<file path="config.mk">
export PLATFORM = sky130hd
export DESIGN_NAME = nps_back
export DESIGN_NICKNAME = d
export VERILOG_FILES = /design/src/hdl/nps_pkg.sv /design/src/hdl/nps_back.sv
export SDC_FILE = /design/constraint.sdc
export NUM_CORES = 1
export LEC_CHECK = 0
export BUFFER_PORTS_ARGS = -buffer_cell sky130_fd_sc_hd__buf_2
export CAP_MARGIN = 10
export CELL_PAD_IN_SITES_DETAIL_PLACEMENT = 1
export CELL_PAD_IN_SITES_GLOBAL_PLACEMENT = 2
export CORE_UTILIZATION = 34
export DETAILED_ROUTE_END_ITERATION = 12
export GPL_ROUTABILITY_DRIVEN = 0
export PLACE_DENSITY_LB_ADDON = 0.1
export SETUP_SLACK_MARGIN = 0.15
export SYNTH_ARGS = -nofsm -noshare
export SYNTH_HDL_FRONTEND = slang
export SYNTH_SLANG_ARGS = --single-unit
</file>
<file path="constraint.sdc">
create_clock -name clk -period 11.2 [get_ports clk]
set_clock_uncertainty 0.1 [all_clocks]
set_input_delay 1.12 -clock clk [delete_from_list [all_inputs] [get_ports clk]]
set_output_delay 1.12 -clock clk [all_outputs]
set_load 0.02 [all_outputs]
</file>
<file path="src/hdl/nps_pkg.sv">
`default_nettype none

package nps_pkg;

    localparam int COORD_BITS_DEFAULT = 32;
    localparam int COUNT_BITS_DEFAULT = 16;

    localparam int COORD_W   = 32;
    localparam int ATOM_W    = 31;
    localparam int WORD_W    = 32;
    localparam int KEY_W     = 64;
    localparam int KEY_SHIFT = 32;
    localparam int SLOT_W    = 32;
    localparam int SURV_W    = 16;
    localparam int CUT_W     = 64;
    localparam int SUM_W     = 66;

    localparam logic [CUT_W-1:0] CUTOFF_RESET = 64'h0000_0004_0000_0000;

    // Slave-side tdata layout.
    localparam int HOME_ATOM_LSB = 0;
    localparam int HOME_X_LSB    = HOME_ATOM_LSB + ATOM_W;
    localparam int HOME_Y_LSB    = HOME_X_LSB + COORD_W;
    localparam int HOME_Z_LSB    = HOME_Y_LSB + COORD_W;
    localparam int PART_WORD_LSB = HOME_Z_LSB + COORD_W;
    localparam int PART_X_LSB    = PART_WORD_LSB + WORD_W;
    localparam int PART_Y_LSB    = PART_X_LSB + COORD_W;
    localparam int PART_Z_LSB    = PART_Y_LSB + COORD_W;
    localparam int S_DATA_W      = 256;
    localparam int S_USER_W      = 2;
    localparam int USER_HAS_PARTNER = 0;
    localparam int USER_FINAL_ATOM  = 1;

    // Master-side tdata is 176 bits, a whole number of bytes.
    localparam int M_DATA_W = KEY_W + SLOT_W + SURV_W + SLOT_W + SLOT_W;

    localparam int QUEUE_DEPTH = 4;

    typedef struct packed {
        logic              kept;
        logic [ATOM_W-1:0] home_atom;
        logic [WORD_W-1:0] partner_word;
        logic              list_end;
        logic              final_atom;
    } nps_item_t;

endpackage

`default_nettype wire

</file>
<file path="src/hdl/nps_back.sv">
`default_nettype none

module nps_back #(
    parameter int COUNT_BITS = nps_pkg::COUNT_BITS_DEFAULT
) (
    input  wire logic                          clk,
    input  wire logic                          rst_n,
    input  wire logic                          pop_valid,
    output logic                               pop_ready,
    input  nps_pkg::nps_item_t                 pop_item,
    output logic                               m_tvalid,
    input  wire logic                          m_tready,
    output logic [nps_pkg::M_DATA_W-1:0]       m_tdata,
    output logic                               m_tlast,
    output logic                               m_tuser
);
    import nps_pkg::*;

    logic [SLOT_W-1:0]     total_reg, total_next, total_new;
    logic [SLOT_W-1:0]     base_reg, base_next;
    logic [COUNT_BITS-1:0] count_reg, count_next, count_new;
    logic                  m_tvalid_reg, m_tlast_reg, m_tuser_reg;
    logic [M_DATA_W-1:0]   m_tdata_reg, m_tdata_next;
    logic                  done, pop;
    logic [KEY_W-1:0]      key;

    assign pop_ready = !m_tvalid_reg || m_tready;
    assign pop       = pop_valid && pop_ready;
    assign done      = pop_item.list_end || pop_item.final_atom;
    assign key       = (KEY_W'(pop_item.home_atom) << KEY_SHIFT) | KEY_W'(pop_item.partner_word);

    always_comb
    begin
        total_new = pop_item.kept ? total_reg + SLOT_W'(1) : total_reg;
        count_new = count_reg;
        if (pop_item.kept && (count_reg != '1))
        begin
            count_new = count_reg + COUNT_BITS'(1);
        end
        total_next = total_new;
        base_next  = done ? total_new : base_reg;
        count_next = done ? '0 : count_new;
        if (pop_item.final_atom)
        begin
            total_next = '0;
            base_next  = '0;
            count_next = '0;
        end
        m_tdata_next = {total_new,
                        done ? base_reg : '0,
                        done ? SURV_W'(count_new) : '0,
                        pop_item.kept ? total_reg : '0,
                        pop_item.kept ? key : '0};
    end

    always_ff @(posedge clk or negedge rst_n)
    begin
        if (!rst_n)
        begin
            total_reg    <= '0;
            base_reg     <= '0;
            count_reg    <= '0;
            m_tvalid_reg <= 1'b0;
        end
        else
        begin
            if (pop)
            begin
                total_reg <= total_next;
                base_reg  <= base_next;
                count_reg <= count_next;
            end
            if (pop_ready)
            begin
                m_tvalid_reg <= pop_valid;
            end
        end
    end

    always_ff @(posedge clk)
    begin
        if (pop)
        begin
            m_tdata_reg <= m_tdata_next;
            m_tlast_reg <= done;
            m_tuser_reg <= pop_item.kept;
        end
    end

    assign m_tvalid = m_tvalid_reg;
    assign m_tdata  = m_tdata_reg;
    assign m_tlast  = m_tlast_reg;
    assign m_tuser  = m_tuser_reg;

endmodule

`default_nettype wire

</file>
After elaboration in Yosys (flattened, before gate mapping):

Cells that the tools add are included.

* $add $sub $neg: 2
* equality and inequality tests: 1
* mux-type cells: 7
* bitwise logic cells: 1
* reductions and logical operators: 7

Operators by type and width (number)
* $mux W32: 4
* $or A63 B32 Y63: 1
* $mux W16: 3
* $add A32 B1 Y32 const B: 1
* $add A16 B1 Y16 const B: 1
* $ne A16 B16 Y1 const B: 1
* $logic_and A1 B1 Y1: 2
* $logic_or A1 B1 Y1: 2
* $reduce_and A2 Y1: 1
* $reduce_bool A2 Y1: 1
* $logic_not A1 Y1: 1

* flip-flop bits (word level): 259
* input port bits: 70
* output and inout port bits: 180
* word-level logic and storage cells: 27

Logic depth before layout (Yosys ltp):

* depth after elaboration: 5
* gate-level depth with buffers: 7
* mapped depth without buffers: 6

Least setup slack after synthesis:

No wires, ideal clock.

* kind: input-to-reg
* from: in m_tready
* to: reg base_reg[29]
* library setup time: 0.092 ns
* data arrival time: 7.291 ns
* required time: 11.008 ns
* setup slack: 3.717 ns
* cell stages on the path: 5
* buffers on the path: 1
* cell sequence: nand2b_1 > nand2_1 > inv_2 > clkbuf_1 > a32o_1

* word-level cells in the longest chain between the ends: 3

Ends and longest elaborated chain
* start: declaration: RTL line nps_back.sv:12 `input wire logic m_tready,`
* $logic_or A1 B1 Y1: RTL line nps_back.sv:27 `assign pop_ready = !m_tvalid_reg || m_tready;`
* $logic_and A1 B1 Y1: RTL line nps_back.sv:28 `assign pop = pop_valid && pop_ready;`
* net pop: RTL line nps_back.sv:24 `logic done, pop;`
* $reduce_and A2 Y1 (no line)
* end signal: assignment: RTL line nps_back.sv:70 `base_reg <= base_next;`
* end: declaration: RTL line nps_back.sv:20 `logic [SLOT_W-1:0] base_reg, base_next;`

The timed path passes the listed nets, and every way through them passes these cells.
A chain may end at the register's enable or synchronous reset.

Final worst setup path:

* from: in pop_item[65] (netlist bit)
* to: reg total_reg[25]

* word-level cells in the longest chain between the ends: 2

Ends and longest elaborated chain
* start: declaration: RTL line nps_back.sv:10 `input nps_pkg::nps_item_t pop_item,`
* $mux W32: RTL line nps_back.sv:34 `total_new = pop_item.kept ? total_reg + SLOT_W'(1) : total_reg;`
* $mux W32: RTL line nps_back.sv:43 `if (pop_item.final_atom)`
* end signal: assignment: RTL line nps_back.sv:69 `total_reg <= total_next;`
* end: declaration: RTL line nps_back.sv:19 `logic [SLOT_W-1:0] total_reg, total_next, total_new;`

Every way passes these cells.

==> flow_summary.yaml <==
status:
  status: "completed"
synth:
  synth.cell_area_um2: 10920
  ys_ff_latch: 258
  synth_top_family_by_area: "simple AND/OR/NAND/NOR gates"
  ys.flop_type: "edfxtp_1"
  synth-simple-area-share_pct: 17.85
  synth.largest_area_cell: "edfxtp_1"
  synth_xor_area_share_pct: 3.370
  syn_area_per_cell_um2: 13.09
  synth_compound_area_share_pct: 7.600
  synth_cell_types: 52
  synth_edf_count: 177
  synthArstFlopShare_pct: 31.40
  yosysMostFrequentCell: "edfxtp_1"
  synth_top_cells_by_count: "177 x edfxtp_1, 130 x and2_1, 81 x dfrtp_1, 56 x nand2_1, 54 x clkbuf_1"
  ys_seq_area_share_pct: 67.26
  yosys_warnings: 0
  syn_nets: 906
  synth_top_area_share_pct: 48.69
  synthAdderAreaFrac_pct: 0.2293
  synthMuxAreaShare_pct: 1.135
  syn_inst: 834
  ys_top_cells_by_area: "edfxtp_1 49%, dfrtp_1 19%, and2_1 7.5%, a32o_1 2.6%, xnor2_1 2.1%"
sta:
  final_hold_viol_count: 0
  fin_setup_tns_ps: 0
  slew_viol_final: 0
  finalCritPeriodShare_pct: 32.33
  setup_viol: 0
  grt_setup_unrepaired: "false"
  period_needed_ps: 3621
  hold_ws_ps: 380.3
  worst_pin_slew_ps: 1000
  fmax_mhz: 276.2
  maxSlewHeadroom_pct: 33.32
floorplan:
  rows: 65
  start_util_pct: 34.59
  coreArea_um2: 31560
  die_width_um: 181.2
  chipHeight_um: 181.2
  dieArea_um2: 32820
  ioPinCount: 250
final_layout:
  layout.nets: 1133
  diodes: 0
  largest_reg_flops: 175
  synthToLayoutAreaGrowth_pct: 24.63
  fillCellCount: 3343
  fin_area_um2: 13600
  drive_above_1_share_pct: 29.77
global_routing:
  grt_overflow: 0
  grt_pass1_wl_um: 44970
  antenna_found_initial: 0
  grt_max_degree: 90
  grt_pass1_vias: 7778
  grt_usage_pct: 17.10
clock_tree:
  cts_buffers: 30
  cts_tree: "yes"
  insertion_delay_ps: 550
  cts.path.max_buffers: 3
  htree_levels: 1
  clock_sinks: 258
  postCtsSetupBuffers: 0
  cts_hold_buf: 0
  cts-root-buf: "clkbuf_16"
  post_cts_resized: 0
  clk_pin_slew_worst_paths_ps: 60
drt:
  antenna_left: 0
  vias_per_cell: 4.970
  route.detailed.drc: 0
  wl_per_cell_um: 18.64
  drt_iter0_drc: 392
  wirelength_um: 27720
  dr_total_vias: 7390
  dr.pass1.iters: 6
setup_path:
  worst_setup_path_start_kind: "primary input"
  crit_required_ps: 11530
  r2r_start: "m_tvalid"
  r2r_slack_ps: 8000
  critPathMaxFanout: 83
  r2r_end: "base_reg[0]"
  end_kind: "register"
  startpoint: "pop_item[65]"
  reg2reg_depth: 7
  critPathKind: "in -> reg"
  crit_end: "total_reg[25]"
  worstPathArrival_ps: 3950
hold_path:
  worstHoldPathType: "reg -> reg"
  min_from: "base_reg[8]"
power:
  p_seq_share_pct: 46.3
  power.share.clock_pct: 45.9
  p_sw_mw: 0.5537
  p_leak_nw: 5.715
  swShare_pct: 23.41
  ir_worst_vdd_mv: 0.1077
  internal-power_mw: 1.812
  combPwrFrac_pct: 7.9
  powerDensity_nw_per_um2: 173.9
placed_design:
  io_buffer_count: 248
  placed_area_um2: 12500
  dp_hpwl_um: 17900
job:
  maxCapViolations: 0
==> cells by family after synthesis <==
| group | count (synthesis) |
|---|---|
| XOR/XNOR | 42 |
| AND/OR/NAND/NOR | 343 |
| multiplexers | 12 |
| AO/OA/AOI/OAI | 106 |
| adder cells (fa/ha/maj) | 2 |
| buffers and inverters | 70 |
| flip-flops | 258 |
| other | 1 |
==> final cells by class <==
class | count | area [um2] | share of cell area [%]
Inverter | 8 | 37.54 | 0.2759
Tap cell | 402 | 503.0 | 3.697
Clock inverter | 20 | 282.8 | 2.079
Sequential cell | 258 | 7342 | 53.97
Clock buffer | 36 | 824.5 | 6.061
Multi-Input combinational cell | 506 | 3303 | 24.28
Timing Repair Buffer | 257 | 1311 | 9.639
==> worst max-delay path: stages <==
cell	delay, ps
buf_2	300
buf_4	700
nand4_2	340
nor4_2	720
and3_1	350
nor3b_1	80
a221o_1	290
==> power by group through the flow <==
stage | registers [mW] | logic (mW) | clock network, mW
final | 1.09 | 0.186 | 1.08
after global routing | 1.10 | 0.203 | 1.15
after global placement | 1.11 | 0.189 | 0
after floorplan | 1.16 | 0.0686 | 0
after CTS | 1.10 | 0.191 | 1.11
after detailed placement | 1.11 | 0.190 | 0
==> worst min path at each step <==
stage / endpoint / slack (ps) / cells past startpoint
floorplan: base_reg[4] / 340 / 2
global placement: base_reg[8] / 350 / 2
detailed placement: base_reg[8] / 370 / 2
CTS: base_reg[26] / 390 / 1
global route: base_reg[16] / 400 / 1
finish: base_reg[8] / 380 / 2
==> placed cells by master (no fill, tap or decap), types with 5 or more instances in the layout <==
cell and count:
buf_2 247, edfxtp_1 177, and2_1 130, dfrtp_1 81
nand2_1 55, nor2_1 39, clkbuf_16 31, a32o_1 28
xnor2_1 26, nand3_1 19, nand4_1 19, o21ai_0 19
xor2_1 16, nor4_1 16, nor2b_1 16, and3_1 15
a221o_1 15, a21oi_1 12, nor3_1 10, buf_4 10
mux2i_1 9, o31ai_1 8, inv_1 7, bufinv_16 7
clkinv_2 7, o311ai_0 6, and4_1 5
==> through the flow <==
stage	setup WS, ps	instances	power (mW)	utilization (%)
6_report	7579	1487	2.365	43.11
5_1_grt	7298	1487	2.454	43.11
4_1_cts	7445	1487	2.399	43.11
3_5_place_dp	6879	1431	1.305	39.60
3_3_place_gp	6932	1431	1.302	39.60
2_1_floorplan	3717	834	1.229	-
==> layer usage <==
metal,track usage (%),part of all wire [%],vias up
li1,-,-,3503
met1,23.23,46,3665
met2,28.17,47,189
met3,3.709,5.8,33
met4,3.322,1.3,0
met5,0,0,-
Note: power is estimated with default switching activity, not from simulation.
