<file path="src/hdl/nps_pkg.sv">
`default_nettype none

package nps_pkg;

    localparam int COORD_BITS_DEFAULT = 32;
    localparam int COUNT_BITS_DEFAULT = 16;

    localparam int COORD_W   = 32;
    localparam int ATOM_W    = 31;
    localparam int WORD_W    = 32;
    localparam int KEY_W     = 64;
    localparam int KEY_SHIFT = 32;
    localparam int SLOT_W    = 32;
    localparam int SURV_W    = 16;
    localparam int CUT_W     = 64;
    localparam int SUM_W     = 66;

    localparam logic [CUT_W-1:0] CUTOFF_RESET = 64'h0000_0004_0000_0000;

    // Slave-side tdata layout.
    localparam int HOME_ATOM_LSB = 0;
    localparam int HOME_X_LSB    = HOME_ATOM_LSB + ATOM_W;
    localparam int HOME_Y_LSB    = HOME_X_LSB + COORD_W;
    localparam int HOME_Z_LSB    = HOME_Y_LSB + COORD_W;
    localparam int PART_WORD_LSB = HOME_Z_LSB + COORD_W;
    localparam int PART_X_LSB    = PART_WORD_LSB + WORD_W;
    localparam int PART_Y_LSB    = PART_X_LSB + COORD_W;
    localparam int PART_Z_LSB    = PART_Y_LSB + COORD_W;
    localparam int S_DATA_W      = 256;
    localparam int S_USER_W      = 2;
    localparam int USER_HAS_PARTNER = 0;
    localparam int USER_FINAL_ATOM  = 1;

    // Master-side tdata is 176 bits, a whole number of bytes.
    localparam int M_DATA_W = KEY_W + SLOT_W + SURV_W + SLOT_W + SLOT_W;

    localparam int QUEUE_DEPTH = 4;

    typedef struct packed {
        logic              kept;
        logic [ATOM_W-1:0] home_atom;
        logic [WORD_W-1:0] partner_word;
        logic              list_end;
        logic              final_atom;
    } nps_item_t;

endpackage

`default_nettype wire

</file>
<file path="src/hdl/nps_queue.sv">
`default_nettype none

module nps_queue (
    input  wire logic          clk,
    input  wire logic          rst_n,
    input  wire logic          push_valid,
    output logic               push_ready,
    input  nps_pkg::nps_item_t push_item,
    output logic               pop_valid,
    input  wire logic          pop_ready,
    output nps_pkg::nps_item_t pop_item
);
    import nps_pkg::*;

    localparam int PTR_W = $clog2(QUEUE_DEPTH);
    localparam int CNT_W = $clog2(QUEUE_DEPTH + 1);

    nps_item_t        slots_reg [QUEUE_DEPTH];
    logic [PTR_W-1:0] wr_ptr_reg, rd_ptr_reg;
    logic [CNT_W-1:0] count_reg, count_next;
    logic             do_push, do_pop;

    assign push_ready = count_reg != CNT_W'(QUEUE_DEPTH);
    assign pop_valid  = count_reg != '0;
    assign do_push    = push_valid && push_ready;
    assign do_pop     = pop_valid && pop_ready;
    assign pop_item   = slots_reg[rd_ptr_reg];

    always_comb
    begin
        count_next = count_reg;
        if (do_push && !do_pop)
        begin
            count_next = count_reg + CNT_W'(1);
        end
        else if (do_pop && !do_push)
        begin
            count_next = count_reg - CNT_W'(1);
        end
    end

    always_ff @(posedge clk or negedge rst_n)
    begin
        if (!rst_n)
        begin
            wr_ptr_reg <= '0;
            rd_ptr_reg <= '0;
            count_reg  <= '0;
        end
        else
        begin
            count_reg <= count_next;
            if (do_push)
            begin
                wr_ptr_reg <= wr_ptr_reg + PTR_W'(1);
            end
            if (do_pop)
            begin
                rd_ptr_reg <= rd_ptr_reg + PTR_W'(1);
            end
        end
    end

    always_ff @(posedge clk)
    begin
        if (do_push)
        begin
            slots_reg[wr_ptr_reg] <= push_item;
        end
    end

endmodule

`default_nettype wire

</file>
<file path="config.mk">
export PLATFORM = sky130hd
export DESIGN_NAME = nps_queue
export DESIGN_NICKNAME = d
export VERILOG_FILES = /design/src/hdl/nps_pkg.sv /design/src/hdl/nps_queue.sv
export SDC_FILE = /design/constraint.sdc
export NUM_CORES = 1
export LEC_CHECK = 0
export BUFFER_PORTS_ARGS = -buffer_cell sky130_fd_sc_hd__buf_2
export CORE_AREA = 2 2 161 163
export CTS_CLUSTER_DIAMETER = 60
export DETAILED_ROUTE_END_ITERATION = 10
export DIE_AREA = 0 0 163 165
export GPL_TIMING_DRIVEN = 0
export HOLD_SLACK_MARGIN = 0.03
export PLACE_DENSITY_LB_ADDON = 0.2
export SYNTH_ARGS = -nofsm -noshare
export SYNTH_HDL_FRONTEND = slang
export SYNTH_SLANG_ARGS = --single-unit
export TNS_END_PERCENT = 30
</file>
<file path="constraint.sdc">
create_clock -name clk -period 3.73 [get_ports clk]
set_clock_uncertainty 0.05 [all_clocks]
set_input_delay 0.373 -clock clk [delete_from_list [all_inputs] [get_ports clk]]
set_output_delay 0.373 -clock clk [all_outputs]
set_load 0.05 [all_outputs]
</file>
# ---- Word level (Yosys, flattened, before mapping)
# Memories as Yosys holds them, arrays and structs flattened.
# Index checks and enable logic that the tools add are counted.
dict set report word_totals {
  register_bits 7
  ram_bits 264
  out_inout_bits 68
  inputBits 70
  elab_cells 21
  memories 1
}
dict set report op_classes {
  n_eq_ne 1
  n_reduce_logical 8
  addsub 4
  n_mux 4
}
# memory depth width rd rd_ports_with_merged_regs write_ports line
set mem_list {}
lappend mem_list {slots_reg 4 66 1 0 1 nps_queue.sv:18} ;# nps_item_t slots_reg [QUEUE_DEPTH];
# cell n
set op_table {}
lappend op_table {{3-bit 2-to-1 mux} 2}
lappend op_table {{2-bit by 1-bit adder with 2-bit output (second input constant)} 2}
lappend op_table {{1-bit logical AND} 4}
lappend op_table {{3-bit by 1-bit adder with 3-bit output (second input constant)} 1}
lappend op_table {{3-bit != test (second input constant)} 1}
lappend op_table {{3-bit nonzero test} 1}
lappend op_table {{3-bit by 1-bit subtractor with 3-bit output (second input constant)} 1}
lappend op_table {{1-bit logical NOT} 2}
lappend op_table {{1-bit 2-to-1 mux} 2}
lappend op_table {{2-bit nonzero test} 1}

# ---- Depth between registers and ports, before layout
dict set report depth {
  word_depth 6
  mapped_depth 8
  mapped_depth_nobuf 8
}

# ---- Least setup slack after synthesis
# OpenSTA, ideal clock, no wires.
dict set report synth_timing {
  kind {register to register}
  startpoint {register count_reg[0]}
  endpoint {memory slots_reg[0][0] (netlist name), enable pin}
  stages_incl_launch_ff 4
  period_less_slack_ps 2807
  arrival_time_ps 2326
  n_path_buf 0
  t_required_ps 3249
  path_slack_ps 923
  setup_ps 431
  path_cell_list {dfrtp_1 nor2_1 a21boi_2 and2_1}
}
dict set report synth_via {
  elab_chain_len 4
}
# item line
set synth_lines {}
lappend synth_lines {{from (decl)} nps_queue.sv:20} ;# logic [CNT_W-1:0] count_reg, count_next;
lappend synth_lines {{from (signal assigned)} nps_queue.sv:52} ;# count_reg <= count_next;
lappend synth_lines {{3-bit != test} nps_queue.sv:23} ;# assign push_ready = count_reg != CNT_W'(QUEUE_DEPTH);
lappend synth_lines {{1-bit logical AND} nps_queue.sv:25} ;# assign do_push = push_valid && push_ready;
lappend synth_lines {{net do_push} nps_queue.sv:21} ;# logic do_push, do_pop;
lappend synth_lines {{1-bit 2-to-1 mux} nps_queue.sv:66} ;# if (do_push)
lappend synth_lines {{1-bit 2-to-1 mux (implied by the code)} nps_queue.sv:68} ;# slots_reg[wr_ptr_reg] <= push_item;
lappend synth_lines {{to (decl)} nps_queue.sv:18}
# The timed path passes the listed nets, and every way through them passes these cells.

==> metrics.txt <==
# TYPE chip_impl_metric gauge
chip_impl_info{name="status",value="complete, no violations"} 1
chip_impl_metric{name="first_global_vias",unit=""} 5067
chip_impl_metric{name="power.clock.fraction",unit="%"} 23.9
chip_impl_info{name="crit-reg2reg-launch",value="count_reg[1]$_DFFE_PN0P_"} 1
chip_impl_metric{name="r2r_cells",unit=""} 8
chip_impl_metric{name="grt_pass1_wl",unit="mm"} 28.17
chip_impl_info{name="critPathLaunchType",value="flip-flop"} 1
chip_impl_metric{name="net_count_of_the_finished_layout",unit=""} 696
chip_impl_metric{name="p_int",unit="mW"} 7.035
chip_impl_metric{name="yosys.area_share.adder",unit="%"} 0.8297
chip_impl_metric{name="finalHoldViolations",unit=""} 0
chip_impl_metric{name="post_synth.cell_area_avg",unit="um2"} 26.19
chip_impl_metric{name="largest_register_ffs",unit=""} 264
chip_impl_metric{name="grt-ovfl-total",unit=""} 0
chip_impl_metric{name="net-switching-power",unit="mW"} 4.307
chip_impl_metric{name="fp.dieH",unit="um"} 165
chip_impl_metric{name="worstPathRequired",unit="ns"} 3.31
chip_impl_metric{name="grt_usage",unit="%"} 13.91
chip_impl_info{name="synth_top_family_by_area",value="multiplexers"} 1
chip_impl_metric{name="std_cell_rows",unit=""} 58
chip_impl_metric{name="ir_drop",unit="uV"} 499.0
chip_impl_metric{name="n_antenna_cell",unit=""} 0
chip_impl_metric{name="place.gp.congestion",unit=""} 0.6800
chip_impl_metric{name="antenna_found_initial",unit=""} 0
chip_impl_metric{name="synth_xor_area_share",unit="%"} 0.5280
chip_impl_metric{name="port-buffer-count",unit=""} 137
chip_impl_metric{name="r2r_setup_slack",unit="ns"} 1.49
chip_impl_metric{name="initial_core_util",unit="%"} 39.76
chip_impl_metric{name="cts_buffers",unit=""} 30
chip_impl_info{name="cts_tree",value="built"} 1
chip_impl_metric{name="placed_cell_area",unit="mm2"} 0.01117
chip_impl_info{name="endpoint",value="pop_item[19]"} 1
chip_impl_metric{name="finish.cell_count_without_fillers",unit=""} 970
chip_impl_info{name="critical_path_class",value="reg -> out"} 1
chip_impl_metric{name="mappedNetlistArea",unit="mm2"} 0.009953
chip_impl_metric{name="numPlacedInstances",unit=""} 851
chip_impl_metric{name="switching_share",unit="%"} 37.98
chip_impl_metric{name="post-dp-hpwl",unit="mm"} 10.77
chip_impl_metric{name="crit_fanout",unit=""} 10
chip_impl_metric{name="remaining_drc_errors",unit=""} 0
chip_impl_metric{name="max-cap-violations",unit=""} 0
chip_impl_metric{name="pin_count_of_the_biggest_net_entering_global_routing",unit=""} 43
chip_impl_metric{name="clkTransAtPathRegs",unit="ns"} 0.06
chip_impl_metric{name="clock_sinks",unit=""} 271
chip_impl_metric{name="setup-violations-final",unit=""} 0
chip_impl_metric{name="synth_area_in_compound_gates",unit="%"} 0.1131
chip_impl_metric{name="bufs_on_longest_clock_path",unit=""} 3
chip_impl_metric{name="synthDistinctLibCells",unit=""} 20
chip_impl_metric{name="synth_seq_cells",unit=""} 271
chip_impl_metric{name="vias_per_inst",unit=""} 4.831
chip_impl_info{name="root_buffer",value="sky130_fd_sc_hd__clkbuf_16"} 1
chip_impl_info{name="worst_setup_path_start",value="rd_ptr_reg[1]$_DFFE_PN0P_"} 1
chip_impl_info{name="rsz0062_at_grt",value="false"} 1
chip_impl_info{name="holdCritPathClass",value="in -> reg"} 1
chip_impl_metric{name="insertion_delay",unit="ns"} 0.54
chip_impl_metric{name="power.density_cell_area",unit="mW/mm2"} 889.2
chip_impl_metric{name="post-route-period-util",unit="%"} 71.47
chip_impl_metric{name="fraction_of_synthesized_area_in_multiplexers",unit="%"} 15.16
chip_impl_metric{name="max_freq",unit="MHz"} 375.1
chip_impl_metric{name="power.sequential.fraction",unit="%"} 36.7
chip_impl_metric{name="postCtsSetupRepairBufs",unit=""} 0
chip_impl_metric{name="cts_hold_buffers",unit=""} 67
chip_impl_metric{name="power_frac_comb",unit="%"} 39.4
chip_impl_metric{name="chipWidth",unit="um"} 163
chip_impl_info{name="critical_path.endpoint_type",value="output port"} 1
chip_impl_metric{name="post_synth_simple_gate_area",unit="%"} 0.5154
chip_impl_metric{name="worst_slew_pin_slew",unit="ns"} 0.7109
chip_impl_metric{name="num_vias",unit=""} 4686
chip_impl_metric{name="ios",unit=""} 138
chip_impl_metric{name="power.leakage",unit="nW"} 4.416
chip_impl_metric{name="fin_crit",unit="ns"} 2.666
chip_impl_metric{name="postLayoutCellArea",unit="mm2"} 0.01275
chip_impl_metric{name="total_number_of_h_tree_levels",unit=""} 1
chip_impl_metric{name="holdWs",unit="ns"} 0.09013
chip_impl_metric{name="antenna_violating_nets_post_route",unit=""} 0
chip_impl_info{name="worst_r2r_endpoint",value="count_reg[2]$_DFFE_PN0P_"} 1
chip_impl_metric{name="final.setup.worst_slack",unit="ns"} 1.064
chip_impl_metric{name="fin_tns_setup",unit="ns"} 0
chip_impl_metric{name="core_area",unit="mm2"} 0.02504
chip_impl_metric{name="drt_iter0_markers",unit=""} 280
chip_impl_metric{name="layout-drive-gt1-share",unit="%"} 41.41
chip_impl_metric{name="cts_resized",unit=""} 0
chip_impl_metric{name="area_delta_synth_final",unit="%"} 28.15
chip_impl_metric{name="postRouteWirelength",unit="mm"} 18.73
chip_impl_metric{name="post-place-ws",unit="ns"} 1.522
chip_impl_metric{name="netlist_instances",unit=""} 380
chip_impl_metric{name="maxSlewViolCount",unit=""} 0
chip_impl_metric{name="synth_nets",unit=""} 456
chip_impl_metric{name="yosysSeqAreaShare",unit="%"} 81.41
chip_impl_metric{name="drt_first_pass_iters",unit=""} 4
chip_impl_metric{name="synthesis_warning_total",unit=""} 0
chip_impl_metric{name="floorplan.die_area",unit="mm2"} 0.02690
chip_impl_metric{name="wl_per_cell",unit="um"} 19.31
chip_impl_metric{name="critPathArrivalTime",unit="ns"} 2.24
chip_impl_metric{name="max-slew-margin-rel",unit="%"} 52.61
## critical path, stage by stage (launching register included)
cell,delay (ns)
sky130_fd_sc_hd__dfrtp_1,0.42
sky130_fd_sc_hd__buf_2,0.33
sky130_fd_sc_hd__buf_2,0.36
sky130_fd_sc_hd__mux4_2,0.36
sky130_fd_sc_hd__buf_2,0.23
## cell usage in the layout (no fill, tap or decap), types with 2 or more instances in the layout
master	n
sky130_fd_sc_hd__inv_8	2
sky130_fd_sc_hd__nand2_1	2
sky130_fd_sc_hd__inv_6	2
sky130_fd_sc_hd__clkbuf_16	31
sky130_fd_sc_hd__xnor2_1	4
sky130_fd_sc_hd__buf_1	3
sky130_fd_sc_hd__xor2_1	2
sky130_fd_sc_hd__buf_16	4
sky130_fd_sc_hd__buf_2	141
sky130_fd_sc_hd__edfxtp_1	264
sky130_fd_sc_hd__inv_1	3
sky130_fd_sc_hd__clkinv_1	5
sky130_fd_sc_hd__and2_4	4
sky130_fd_sc_hd__nor2_1	2
sky130_fd_sc_hd__dlygate4sd3_1	67
sky130_fd_sc_hd__buf_4	4
sky130_fd_sc_hd__ha_1	5
sky130_fd_sc_hd__mux2_2	2
sky130_fd_sc_hd__clkinv_2	2
sky130_fd_sc_hd__clkbuf_1	8
sky130_fd_sc_hd__dfrtp_1	7
sky130_fd_sc_hd__mux4_2	66
sky130_fd_sc_hd__buf_12	3
## how the worst min path moves through the flow
stage,slack (ns),start,cells past startpoint,end
CTS,0.06,pop_ready,3,rd_ptr_reg[1]$_DFFE_PN0P_
floorplan,0.03,rst_n,0,count_reg[0]$_DFFE_PN0P_
global placement,0.16,rst_n,1,count_reg[2]$_DFFE_PN0P_
detailed placement,0.17,rst_n,1,count_reg[0]$_DFFE_PN0P_
finish,0.09,pop_ready,3,rd_ptr_reg[1]$_DFFE_PN0P_
global route,0.1,pop_ready,3,rd_ptr_reg[0]$_DFFE_PN0P_
## routing by layer
| metal | vias to the layer above | wire, um | GRT usage (%) |
|---|---|---|---|
| li1 | 2105 | - | - |
| met1 | 2428 | 8151 | 18.13 |
| met2 | 124 | 9252 | 23.63 |
| met3 | 29 | 954 | 3.240 |
| met4 | 0 | 371 | 3.821 |
| met5 | - | 0 | 0 |
## cell usage after synthesis, drive strengths merged
cell type	instances	area, um2
nand3	1	5.000
and2	4	25.02
mux4	66	1486
inv	3	11.26
nand2	2	7.510
edfxtp	264	7928
dfrtp	7	175.2
nor2	2	7.510
buf	15	132.6
a21boi	1	11.26
xnor2	4	35.03
xor2	2	17.52
ha	5	62.56
or3	1	6.260
fa	1	20.02
mux2	2	22.52
## power by group through the flow
stage	registers [mW]	clock network, mW	logic, mW
5_1_grt	4.22	2.91	4.73
3_5_place_dp	4.24	0	4.50
6_report	4.17	2.71	4.47
4_1_cts	4.17	2.79	4.57
2_1_floorplan	4.22	0	3.42
3_3_place_gp	4.28	0	4.38
## metrics by stage
stage / power [mW] / util [%]
after floorplan: 7.638 / -
after global placement: 8.658 / 44.14
after detailed placement: 8.737 / 44.62
after CTS: 11.53 / 50.94
after global routing: 11.85 / 50.94
final: 11.34 / 50.94
## layout make-up
class / instances / area [um2]
Buffer: 15 / 132.6
Clock buffer: 39 / 805.8
Clock inverter: 13 / 106.4
Fill cell: 2026 / 12280
Inverter: 3 / 11.26
Multi-Input combinational cell: 91 / 1717
Sequential cell: 271 / 8103
Tap cell: 330 / 412.9
Timing Repair Buffer: 208 / 1466
## kinds of logic (layout without fill, tap and decap cells)
| logic type | count (synthesis) | count (layout) |
|---|---|---|
| AOI/OAI and AO/OA | 1 | 1 |
| DFF | 271 | 271 |
| adders and majority gates | 6 | 6 |
| buffers and inverters | 18 | 278 |
| xor gates and xnor gates | 6 | 6 |
| and+or+nand+nor | 10 | 10 |
| muxes | 68 | 68 |
(Power assumes the default switching activity.)
